--- src/hw/rtl/aesx_pkg.sv ---
// Shared types and constants for the ANSI escape sequence extractor.
// No dependencies; all other files but aesx_ram import this package.
`timescale 1ns / 1ps

package aesx_pkg;

  // Longest sequence kept in the capture store, ESC included
  localparam int MAX_SEQUENCE = 30;
  localparam int ADDR_W       = $clog2(MAX_SEQUENCE);
  localparam int CNT_W        = $clog2(MAX_SEQUENCE + 1);
  localparam int SEQ_LEN_W    = 5;
  localparam int FIFO_DEPTH   = 2;

  localparam logic [7:0] ESC_BYTE     = 8'h1B;
  localparam logic [7:0] CSI_BRACKET  = 8'h5B;  // '['
  localparam logic [7:0] LOWER_A      = 8'h61;  // 'a'
  localparam logic [7:0] LOWER_Z      = 8'h7A;  // 'z'
  localparam logic [7:0] UPPER_A      = 8'h41;  // 'A'
  localparam logic [7:0] UPPER_N      = 8'h4E;  // 'N'
  localparam logic [7:0] UPPER_P      = 8'h50;  // 'P'
  localparam logic [7:0] UPPER_Z      = 8'h5A;  // 'Z'

  typedef enum logic [1:0] {
    ST_CONTINUE = 2'd0,
    ST_EMIT     = 2'd1,
    ST_NOT_ESC  = 2'd2
  } status_t;

  // Command passed from the front end to the back end
  typedef struct packed {
    status_t          kind;
    logic [CNT_W-1:0] len;
  } cmd_t;

  typedef enum logic [1:0] {
    BK_IDLE,
    BK_FETCH,
    BK_LOAD
  } back_state_t;

endpackage

--- src/hw/rtl/ansi_escape_sequence_extractor_unit.sv ---
// ANSI escape sequence extractor: one byte in, one or more results out.
// Uses aesx_pkg, aesx_front, aesx_cmd_fifo, aesx_back and aesx_ram.
//
// Input channel in_valid/in_ready/in_byte takes one character byte per
// transaction. Result channel out_valid/out_ready carries out_status,
// out_byte, out_seq_length and out_last. A byte outside a sequence yields
// one "not an escape" result; ESC and the bytes that keep a sequence open
// yield one "continue" result each. The byte that closes a sequence yields
// the whole stored sequence, one result per byte, out_last on the final one.
// A single result passes through the command queue and the result register.
// An emission does one store read plus one result load per byte; input is
// held off from the closing byte until the last byte of the emission is
// loaded, since a new sequence would overwrite the store. Outside
// emissions the block takes one byte per cycle while the two-entry command
// queue has room.
// When the receiver stalls, the result register holds and the queue fills,
// then in_ready drops. Synchronous reset returns the block to idle with
// empty queue and no result pending; the store needs no clearing.
`timescale 1ns / 1ps

module ansi_escape_sequence_extractor_unit import aesx_pkg::*; (
  input  logic                 clk,
  input  logic                 rst_n,
  input  logic                 in_valid,
  output logic                 in_ready,
  input  logic [7:0]           in_byte,
  output logic                 out_valid,
  input  logic                 out_ready,
  output logic [1:0]           out_status,
  output logic [7:0]           out_byte,
  output logic [SEQ_LEN_W-1:0] out_seq_length,
  output logic                 out_last
);

  logic              push_valid, push_ready;
  cmd_t              push_cmd;
  logic              pop_valid, pop_ready;
  cmd_t              pop_cmd;
  logic              ram_we, ram_re;
  logic [ADDR_W-1:0] ram_waddr, ram_raddr;
  logic [7:0]        ram_wdata, ram_rdata;
  logic              emit_done;

  aesx_front u_front (
    .clk        (clk),
    .rst_n      (rst_n),
    .in_valid   (in_valid),
    .in_ready   (in_ready),
    .in_byte    (in_byte),
    .push_valid (push_valid),
    .push_ready (push_ready),
    .push_cmd   (push_cmd),
    .ram_we     (ram_we),
    .ram_waddr  (ram_waddr),
    .ram_wdata  (ram_wdata),
    .emit_done  (emit_done)
  );

  aesx_cmd_fifo u_fifo (
    .clk        (clk),
    .rst_n      (rst_n),
    .push_valid (push_valid),
    .push_ready (push_ready),
    .push_cmd   (push_cmd),
    .pop_valid  (pop_valid),
    .pop_ready  (pop_ready),
    .pop_cmd    (pop_cmd)
  );

  aesx_ram #(
    .WIDTH (8),
    .DEPTH (MAX_SEQUENCE)
  ) u_store (
    .clk   (clk),
    .we    (ram_we),
    .waddr (ram_waddr),
    .wdata (ram_wdata),
    .re    (ram_re),
    .raddr (ram_raddr),
    .rdata (ram_rdata)
  );

  aesx_back u_back (
    .clk            (clk),
    .rst_n          (rst_n),
    .pop_valid      (pop_valid),
    .pop_ready      (pop_ready),
    .pop_cmd        (pop_cmd),
    .ram_re         (ram_re),
    .ram_raddr      (ram_raddr),
    .ram_rdata      (ram_rdata),
    .emit_done      (emit_done),
    .out_valid      (out_valid),
    .out_ready      (out_ready),
    .out_status     (out_status),
    .out_byte       (out_byte),
    .out_seq_length (out_seq_length),
    .out_last       (out_last)
  );

endmodule

--- src/hw/rtl/aesx_ram.sv ---
// Generic single-write, single-read RAM with registered read data.
// Depends on nothing; width and depth come in as parameters.
`timescale 1ns / 1ps

module aesx_ram #(
  parameter int WIDTH = 8,
  parameter int DEPTH = 30,
  parameter int AW    = $clog2(DEPTH)
) (
  input  logic             clk,
  input  logic             we,
  input  logic [AW-1:0]    waddr,
  input  logic [WIDTH-1:0] wdata,
  input  logic             re,
  input  logic [AW-1:0]    raddr,
  output logic [WIDTH-1:0] rdata
);

  logic [WIDTH-1:0] mem [DEPTH];
  logic [WIDTH-1:0] rdata_r;

  always_ff @(posedge clk) begin
    if (we) begin
      mem[waddr] <= wdata;
    end
    if (re) begin
      rdata_r <= mem[raddr];
    end
  end

  assign rdata = rdata_r;

endmodule

--- src/hw/rtl/aesx_front.sv ---
// Front end: accepts input bytes, tracks the capture, fills the store and
// issues one command per byte. Depends on aesx_pkg.
`timescale 1ns / 1ps

module aesx_front import aesx_pkg::*; (
  input  logic              clk,
  input  logic              rst_n,
  input  logic              in_valid,
  output logic              in_ready,
  input  logic [7:0]        in_byte,
  output logic              push_valid,
  input  logic              push_ready,
  output cmd_t              push_cmd,
  output logic              ram_we,
  output logic [ADDR_W-1:0] ram_waddr,
  output logic [7:0]        ram_wdata,
  input  logic              emit_done
);

  logic             capturing_r, capturing_nxt;
  logic [CNT_W-1:0] cnt_r, cnt_nxt;
  logic             busy_r, busy_nxt;
  logic             accept;
  logic             room;
  logic [CNT_W-1:0] cnt_stored;
  logic             is_letter;
  logic             seq_end;

  always_comb begin
    is_letter = ((in_byte >= LOWER_A) && (in_byte <= LOWER_Z)) ||
                ((in_byte >= UPPER_A) && (in_byte <= UPPER_N)) ||
                ((in_byte >= UPPER_P) && (in_byte <= UPPER_Z));
  end

  // Hold input while the back end still reads the store for an emission
  assign in_ready   = push_ready && !busy_r;
  assign accept     = in_valid && in_ready;
  assign push_valid = in_valid && !busy_r;

  assign room       = (cnt_r < CNT_W'(MAX_SEQUENCE));
  assign cnt_stored = room ? cnt_r + CNT_W'(1) : cnt_r;
  assign seq_end    = is_letter || (cnt_stored >= CNT_W'(MAX_SEQUENCE)) ||
                      ((cnt_stored == CNT_W'(2)) && (in_byte != CSI_BRACKET));

  assign ram_wdata = in_byte;

  always_comb begin
    capturing_nxt = capturing_r;
    cnt_nxt       = cnt_r;
    busy_nxt      = busy_r && !emit_done;
    ram_we        = 1'b0;
    ram_waddr     = cnt_r[ADDR_W-1:0];
    push_cmd.kind = ST_NOT_ESC;
    push_cmd.len  = '0;
    if (!capturing_r) begin
      if (in_byte == ESC_BYTE) begin
        push_cmd.kind = ST_CONTINUE;
        ram_waddr     = '0;
        ram_we        = accept;
        if (accept) begin
          capturing_nxt = 1'b1;
          cnt_nxt       = CNT_W'(1);
        end
      end
    end else begin
      ram_we = accept && room;
      if (seq_end) begin
        push_cmd.kind = ST_EMIT;
        push_cmd.len  = cnt_stored;
        if (accept) begin
          capturing_nxt = 1'b0;
          cnt_nxt       = '0;
          busy_nxt      = 1'b1;
        end
      end else begin
        push_cmd.kind = ST_CONTINUE;
        if (accept) begin
          cnt_nxt = cnt_stored;
        end
      end
    end
  end

  always_ff @(posedge clk) begin
    if (!rst_n) begin
      capturing_r <= 1'b0;
      cnt_r       <= '0;
      busy_r      <= 1'b0;
    end else begin
      capturing_r <= capturing_nxt;
      cnt_r       <= cnt_nxt;
      busy_r      <= busy_nxt;
    end
  end

endmodule

--- src/hw/rtl/aesx_cmd_fifo.sv ---
// Short command queue between the front and back ends.
// Depends on aesx_pkg for the command type and depth.
`timescale 1ns / 1ps

module aesx_cmd_fifo import aesx_pkg::*; (
  input  logic clk,
  input  logic rst_n,
  input  logic push_valid,
  output logic push_ready,
  input  cmd_t push_cmd,
  output logic pop_valid,
  input  logic pop_ready,
  output cmd_t pop_cmd
);

  localparam int PTR_W = (FIFO_DEPTH > 1) ? $clog2(FIFO_DEPTH) : 1;
  localparam int LVL_W = $clog2(FIFO_DEPTH + 1);

  cmd_t             slots_r [FIFO_DEPTH];
  logic [PTR_W-1:0] wr_ptr_r, wr_ptr_nxt;
  logic [PTR_W-1:0] rd_ptr_r, rd_ptr_nxt;
  logic [LVL_W-1:0] level_r, level_nxt;
  logic             do_push, do_pop;

  assign push_ready = (level_r != LVL_W'(FIFO_DEPTH));
  assign pop_valid  = (level_r != '0);
  assign pop_cmd    = slots_r[rd_ptr_r];
  assign do_push    = push_valid && push_ready;
  assign do_pop     = pop_valid && pop_ready;

  always_comb begin
    wr_ptr_nxt = wr_ptr_r;
    rd_ptr_nxt = rd_ptr_r;
    level_nxt  = level_r;
    if (do_push) begin
      wr_ptr_nxt = (wr_ptr_r == PTR_W'(FIFO_DEPTH - 1)) ? '0 : wr_ptr_r + PTR_W'(1);
    end
    if (do_pop) begin
      rd_ptr_nxt = (rd_ptr_r == PTR_W'(FIFO_DEPTH - 1)) ? '0 : rd_ptr_r + PTR_W'(1);
    end
    if (do_push && !do_pop) begin
      level_nxt = level_r + LVL_W'(1);
    end else if (do_pop && !do_push) begin
      level_nxt = level_r - LVL_W'(1);
    end
  end

  always_ff @(posedge clk) begin
    if (do_push) begin
      slots_r[wr_ptr_r] <= push_cmd;
    end
  end

  always_ff @(posedge clk) begin
    if (!rst_n) begin
      wr_ptr_r <= '0;
      rd_ptr_r <= '0;
      level_r  <= '0;
    end else begin
      wr_ptr_r <= wr_ptr_nxt;
      rd_ptr_r <= rd_ptr_nxt;
      level_r  <= level_nxt;
    end
  end

endmodule

--- src/hw/rtl/aesx_back.sv ---
// Back end: executes queued commands, reads the store for emissions and
// drives the result register. Depends on aesx_pkg.
`timescale 1ns / 1ps

module aesx_back import aesx_pkg::*; (
  input  logic                 clk,
  input  logic                 rst_n,
  input  logic                 pop_valid,
  output logic                 pop_ready,
  input  cmd_t                 pop_cmd,
  output logic                 ram_re,
  output logic [ADDR_W-1:0]    ram_raddr,
  input  logic [7:0]           ram_rdata,
  output logic                 emit_done,
  output logic                 out_valid,
  input  logic                 out_ready,
  output logic [1:0]           out_status,
  output logic [7:0]           out_byte,
  output logic [SEQ_LEN_W-1:0] out_seq_length,
  output logic                 out_last
);

  back_state_t          state_r, state_nxt;
  logic [ADDR_W-1:0]    idx_r, idx_nxt;
  logic [CNT_W-1:0]     len_r, len_nxt;
  logic                 out_valid_r, out_valid_nxt;
  status_t              out_status_r, out_status_nxt;
  logic [7:0]           out_byte_r, out_byte_nxt;
  logic [SEQ_LEN_W-1:0] out_len_r, out_len_nxt;
  logic                 out_last_r, out_last_nxt;
  logic                 slot_free;
  logic                 final_byte;
  logic                 load_single;
  logic                 load_emit;

  assign slot_free  = !out_valid_r || out_ready;
  assign final_byte = ((CNT_W'(idx_r) + CNT_W'(1)) == len_r);

  // Next state
  always_comb begin
    state_nxt = state_r;
    unique case (state_r)
      BK_IDLE: begin
        if (pop_valid && slot_free && (pop_cmd.kind == ST_EMIT)) begin
          state_nxt = BK_FETCH;
        end
      end
      BK_FETCH: state_nxt = BK_LOAD;
      BK_LOAD: begin
        if (slot_free) begin
          state_nxt = final_byte ? BK_IDLE : BK_FETCH;
        end
      end
      default: state_nxt = BK_IDLE;
    endcase
  end

  // State outputs
  always_comb begin
    pop_ready   = 1'b0;
    ram_re      = 1'b0;
    load_single = 1'b0;
    load_emit   = 1'b0;
    emit_done   = 1'b0;
    unique case (state_r)
      BK_IDLE: begin
        pop_ready   = slot_free;
        load_single = pop_valid && slot_free && (pop_cmd.kind != ST_EMIT);
      end
      BK_FETCH: ram_re = 1'b1;
      BK_LOAD: begin
        load_emit = slot_free;
        emit_done = slot_free && final_byte;
      end
      default: ;
    endcase
  end

  assign ram_raddr = idx_r;

  always_comb begin
    idx_nxt        = idx_r;
    len_nxt        = len_r;
    out_valid_nxt  = out_valid_r && !out_ready;
    out_status_nxt = out_status_r;
    out_byte_nxt   = out_byte_r;
    out_len_nxt    = out_len_r;
    out_last_nxt   = out_last_r;
    if ((state_r == BK_IDLE) && pop_valid && slot_free) begin
      idx_nxt = '0;
      len_nxt = pop_cmd.len;
    end
    if (load_single) begin
      out_valid_nxt  = 1'b1;
      out_status_nxt = pop_cmd.kind;
      out_byte_nxt   = '0;
      out_len_nxt    = '0;
      out_last_nxt   = 1'b1;
    end else if (load_emit) begin
      out_valid_nxt  = 1'b1;
      out_status_nxt = ST_EMIT;
      out_byte_nxt   = ram_rdata;
      out_len_nxt    = SEQ_LEN_W'(len_r);
      out_last_nxt   = final_byte;
      idx_nxt        = idx_r + ADDR_W'(1);
    end
  end

  always_ff @(posedge clk) begin
    if (!rst_n) begin
      state_r     <= BK_IDLE;
      out_valid_r <= 1'b0;
    end else begin
      state_r     <= state_nxt;
      out_valid_r <= out_valid_nxt;
    end
  end

  always_ff @(posedge clk) begin
    idx_r        <= idx_nxt;
    len_r        <= len_nxt;
    out_status_r <= out_status_nxt;
    out_byte_r   <= out_byte_nxt;
    out_len_r    <= out_len_nxt;
    out_last_r   <= out_last_nxt;
  end

  assign out_valid      = out_valid_r;
  assign out_status     = out_status_r;
  assign out_byte       = out_byte_r;
  assign out_seq_length = out_len_r;
  assign out_last       = out_last_r;

endmodule

--- config.mk ---
export PLATFORM = sky130hd
export DESIGN_NAME = ansi_escape_sequence_extractor_unit
export DESIGN_NICKNAME = d
export VERILOG_FILES = /design/src/hw/rtl/aesx_pkg.sv /design/src/hw/rtl/ansi_escape_sequence_extractor_unit.sv /design/src/hw/rtl/aesx_ram.sv /design/src/hw/rtl/aesx_front.sv /design/src/hw/rtl/aesx_cmd_fifo.sv /design/src/hw/rtl/aesx_back.sv
export SDC_FILE = /design/constraint.sdc
export NUM_CORES = 1
export LEC_CHECK = 0
export ABC_CLOCK_PERIOD_IN_PS = 3150
export BUFFER_PORTS_ARGS = -buffer_cell sky130_fd_sc_hd__buf_2
export CAP_MARGIN = 0
export CORE_AREA = 2 2 205 207
export CTS_CLUSTER_DIAMETER = 150
export DETAILED_ROUTE_END_ITERATION = 7
export DIE_AREA = 0 0 207 209
export GPL_ROUTABILITY_DRIVEN = 1
export PLACE_DENSITY = 0.51
export SLEW_MARGIN = 20
export SYNTH_ARGS = -nofsm -noshare
export SYNTH_HDL_FRONTEND = slang
export SYNTH_SLANG_ARGS = --single-unit
--- constraint.sdc ---
create_clock -name clk -period 3.15 [get_ports clk]
set_clock_uncertainty 0.15 [all_clocks]
set_input_delay 0.63 -clock clk [delete_from_list [all_inputs] [get_ports clk]]
set_output_delay 0.63 -clock clk [all_outputs]
set_load 0.01 [all_outputs]
==> qor.yml <==
synth_cell_types: 59
die_y_um: 209
io_pins: 30
synthMuxAreaShare_pct: 13.6
io_buffers: 29
maxUsedRoutingLayer: "met5"
crit_chain: "buf_12 > mux4_2 > nor2_1 > a21oi_1 > o22ai_1 > a221oi_1"
crit_buf_inv: 1
synthCells: 698
p_sw_mw: 1.97
status: "finished, final reports clean"
viasPerCell: 4.85
crit_path_max_fanout: 15
diodes: 0
post_cts_buffers: 0
post_cts_resize_count: 0
holdWs_ps: 296
rsz0062_at_grt: "no"
grtUsageTotal_pct: 12.8
place_inst: 1280
fin_area_um2: 14500
fin_crit_sh_pct: 80.8
maxSlewViolCount: 0
maxCapViolCount: 0
wirelength_um: 27700
wl_met1_um: 12400
fin_cells: 1342
grt_max_degree: 57
synth_area_leaders: "edfxtp_1 (66%), mux4_2 (10%), dfxtp_1 (5.6%)"
mostFrequentLayoutCells: "edfxtp_1 (269), mux4_2 (56), buf_4 (54)"
post-route-drc-count: 0
synthAdderAreaFrac_pct: 0.308
hpwl_um: 18200
layout_commonest_cell: "edfxtp_1"
ys_async_sr_fraction_pct: 0
grt_pass1_vias: 6575
slowest_stage: "dfxtp_4"
synth-edff-count: 269
via_count: 6510
ys_seq_elements: 303
fmax_mhz: 393
place_congestion: 0.748
slowest_delay_ps: 550
design.core.area_um2: 41300
htreeDepth: 2
grt_overflow: 0
antenna_found_initial: 2
worstMarginPinSlew_ps: 924
power.leakage_nw: 4.56
post_synth.cell_area_avg_um2: 17.5
routed-wl-met3_um: 1760
pwr-share-comb_pct: 5.4
syn_to_final_growth_pct: 18.8
hold_violations: 0
synth_top_cell_area_share_pct: 66.2
powerDensity_nw_per_um2: 639
ys_warn_count: 0
rows: 75
ant_nets: 0
required_ps: 3210
setup_tns_ps: 0
p_int_mw: 7.28
setup_violations: 0
wl_met2_um: 12900
cts_buffer_depth: 3
start_util_pct: 29.5
synth_top_cell_by_area: "edfxtp_1"
path_clk_slew_ps: 60
cts_tree: "built"
clock_latency_ps: 510
synth_nets: 713
die_width_um: 207
num-fill-cells: 3906
start_kind: "flip-flop"
cp-end-kind: "flip-flop"
clockPowerShare_pct: 45.4
cp_data_arrival_time_ps: 2610
grt_pass1_wl_um: 41700
dpl-instance-area_um2: 13300
syn_area_um2: 12200
synth_top_family_by_area: "multiplexers"
synthFlopType: "edfxtp_1"
hp-class: "primary input to flip-flop"
seq_power_share_pct: 49.2
die_area_um2: 43300
path_class: "flip-flop to flip-flop"
yosys.area_share.simple_pct: 7.51
relSlewSlack_pct: 38.0
clockRootBuffer: "clkbuf_16"
ys_seq_area_share_pct: 71.8
final_nets: 793
switching_share_pct: 21.3
synth_compound_area_share_pct: 3.89
period_needed_ps: 2550
total_power_mw: 9.25
drive_above_1_share_pct: 28.5
cts_sinks: 303
drt-initial-drc-count: 474
first_pass_iters: 5
ir_worst_vdd_mv: 0.323
wl_per_cell_um: 20.7
synth-xor-area-share_pct: 0.934
ctsHoldBuffers: 0
numCtsBuffers: 35
critPathTopFamily: "compound AO/OA/AOI/OAI gates"
power by group through the flow:
stage | clock, mW | combinational, mW | sequential (mW)
after detailed placement | 0 | 0.509 | 4.64
after CTS | 4.29 | 0.511 | 4.55
after floorplan | 0 | 0.326 | 4.62
final | 4.20 | 0.499 | 4.55
after global placement | 0 | 0.503 | 4.64
after global routing | 4.46 | 0.555 | 4.56
area by class of cell:
cell class	count	area (µm²)	share of cell area (%)
Sequential cell	303	8760	60.5
Clock inverter	22	288	1.99
Inverter	4	15.0	0.104
Timing Repair Buffer	86	611	4.21
Clock buffer	40	916	6.32
Tap cell	539	674	4.66
Multi-Input combinational cell	348	3220	22.2
flip-flops by register name, summed over array words and instances, names as in the netlist, 2 cells and up, named ones only:
register / flops
u_back.out_seq_length: 5
u_back.out_status: 2
u_fifo.slots_r: 14
u_back.state_r: 2
u_fifo.level_r: 2
u_back.len_r: 5
u_back.out_byte: 8
u_front.cnt_r: 5
u_store.rdata: 8
u_back.ram_raddr: 5
u_store.mem: 240
cell families after synthesis:
kind of cell,count (synthesis)
compound gates,72
simple gates,166
xor+xnor,13
buf+inv,47
flops,303
fa+ha+maj,3
mux,94
cell usage after synthesis (3+ instances only):
cell	n
buf_2	12
o22a_1	3
nor4_1	16
mux4_2	56
nor4b_1	4
xnor2_1	7
o21a_1	3
nor3b_1	4
mux2i_1	25
or2_2	3
nor2b_1	12
edfxtp_1	269
mux2_2	13
a21oi_1	25
a221oi_1	8
nand2_1	44
o22ai_1	10
buf_4	8
clkbuf_1	15
nor3_1	11
ha_1	3
nor2_1	30
nand2b_1	5
xor2_1	6
buf_1	6
o21ai_0	8
dfxtp_1	34
and2_1	9
nand3_1	8
inv_1	3
layer usage:
metal  GRT usage [%]  vias up
met5               0        -
li1                -     2951
met4            3.60        2
met1            17.1     3339
met3            3.25       45
met2            20.6      173
final timing paths:
kind | startpoint | endpoint | slack [ps] | cells after the start
worst max-delay path | u_back.ram_raddr[0] | u_store.rdata[3] | 600 | 6
worst min-delay path | in_byte[2] | u_store.mem[25][2] | 300 | 1
worst max register to register | u_back.ram_raddr[0] | u_store.rdata[3] | 600 | 6
worst min register to register | u_back.out_byte[5] | u_back.out_byte[5] | 300 | 2
per-stage QoR:
stage	setup slack (ps)	utilization [%]
2_1_floorplan	117	-
3_3_place_gp	286	32.2
3_5_place_dp	299	32.2
4_1_cts	555	35.1
5_1_grt	399	35.1
6_report	604	35.1
worst reg2reg max path, stage by stage (launching register included):
cell	delay, ps
dfxtp_4	550
buf_12	250
mux4_2	520
nor2_1	130
a21oi_1	100
o22ai_1	440
a221oi_1	130
Note: power is estimated with default switching activity, not from simulation.
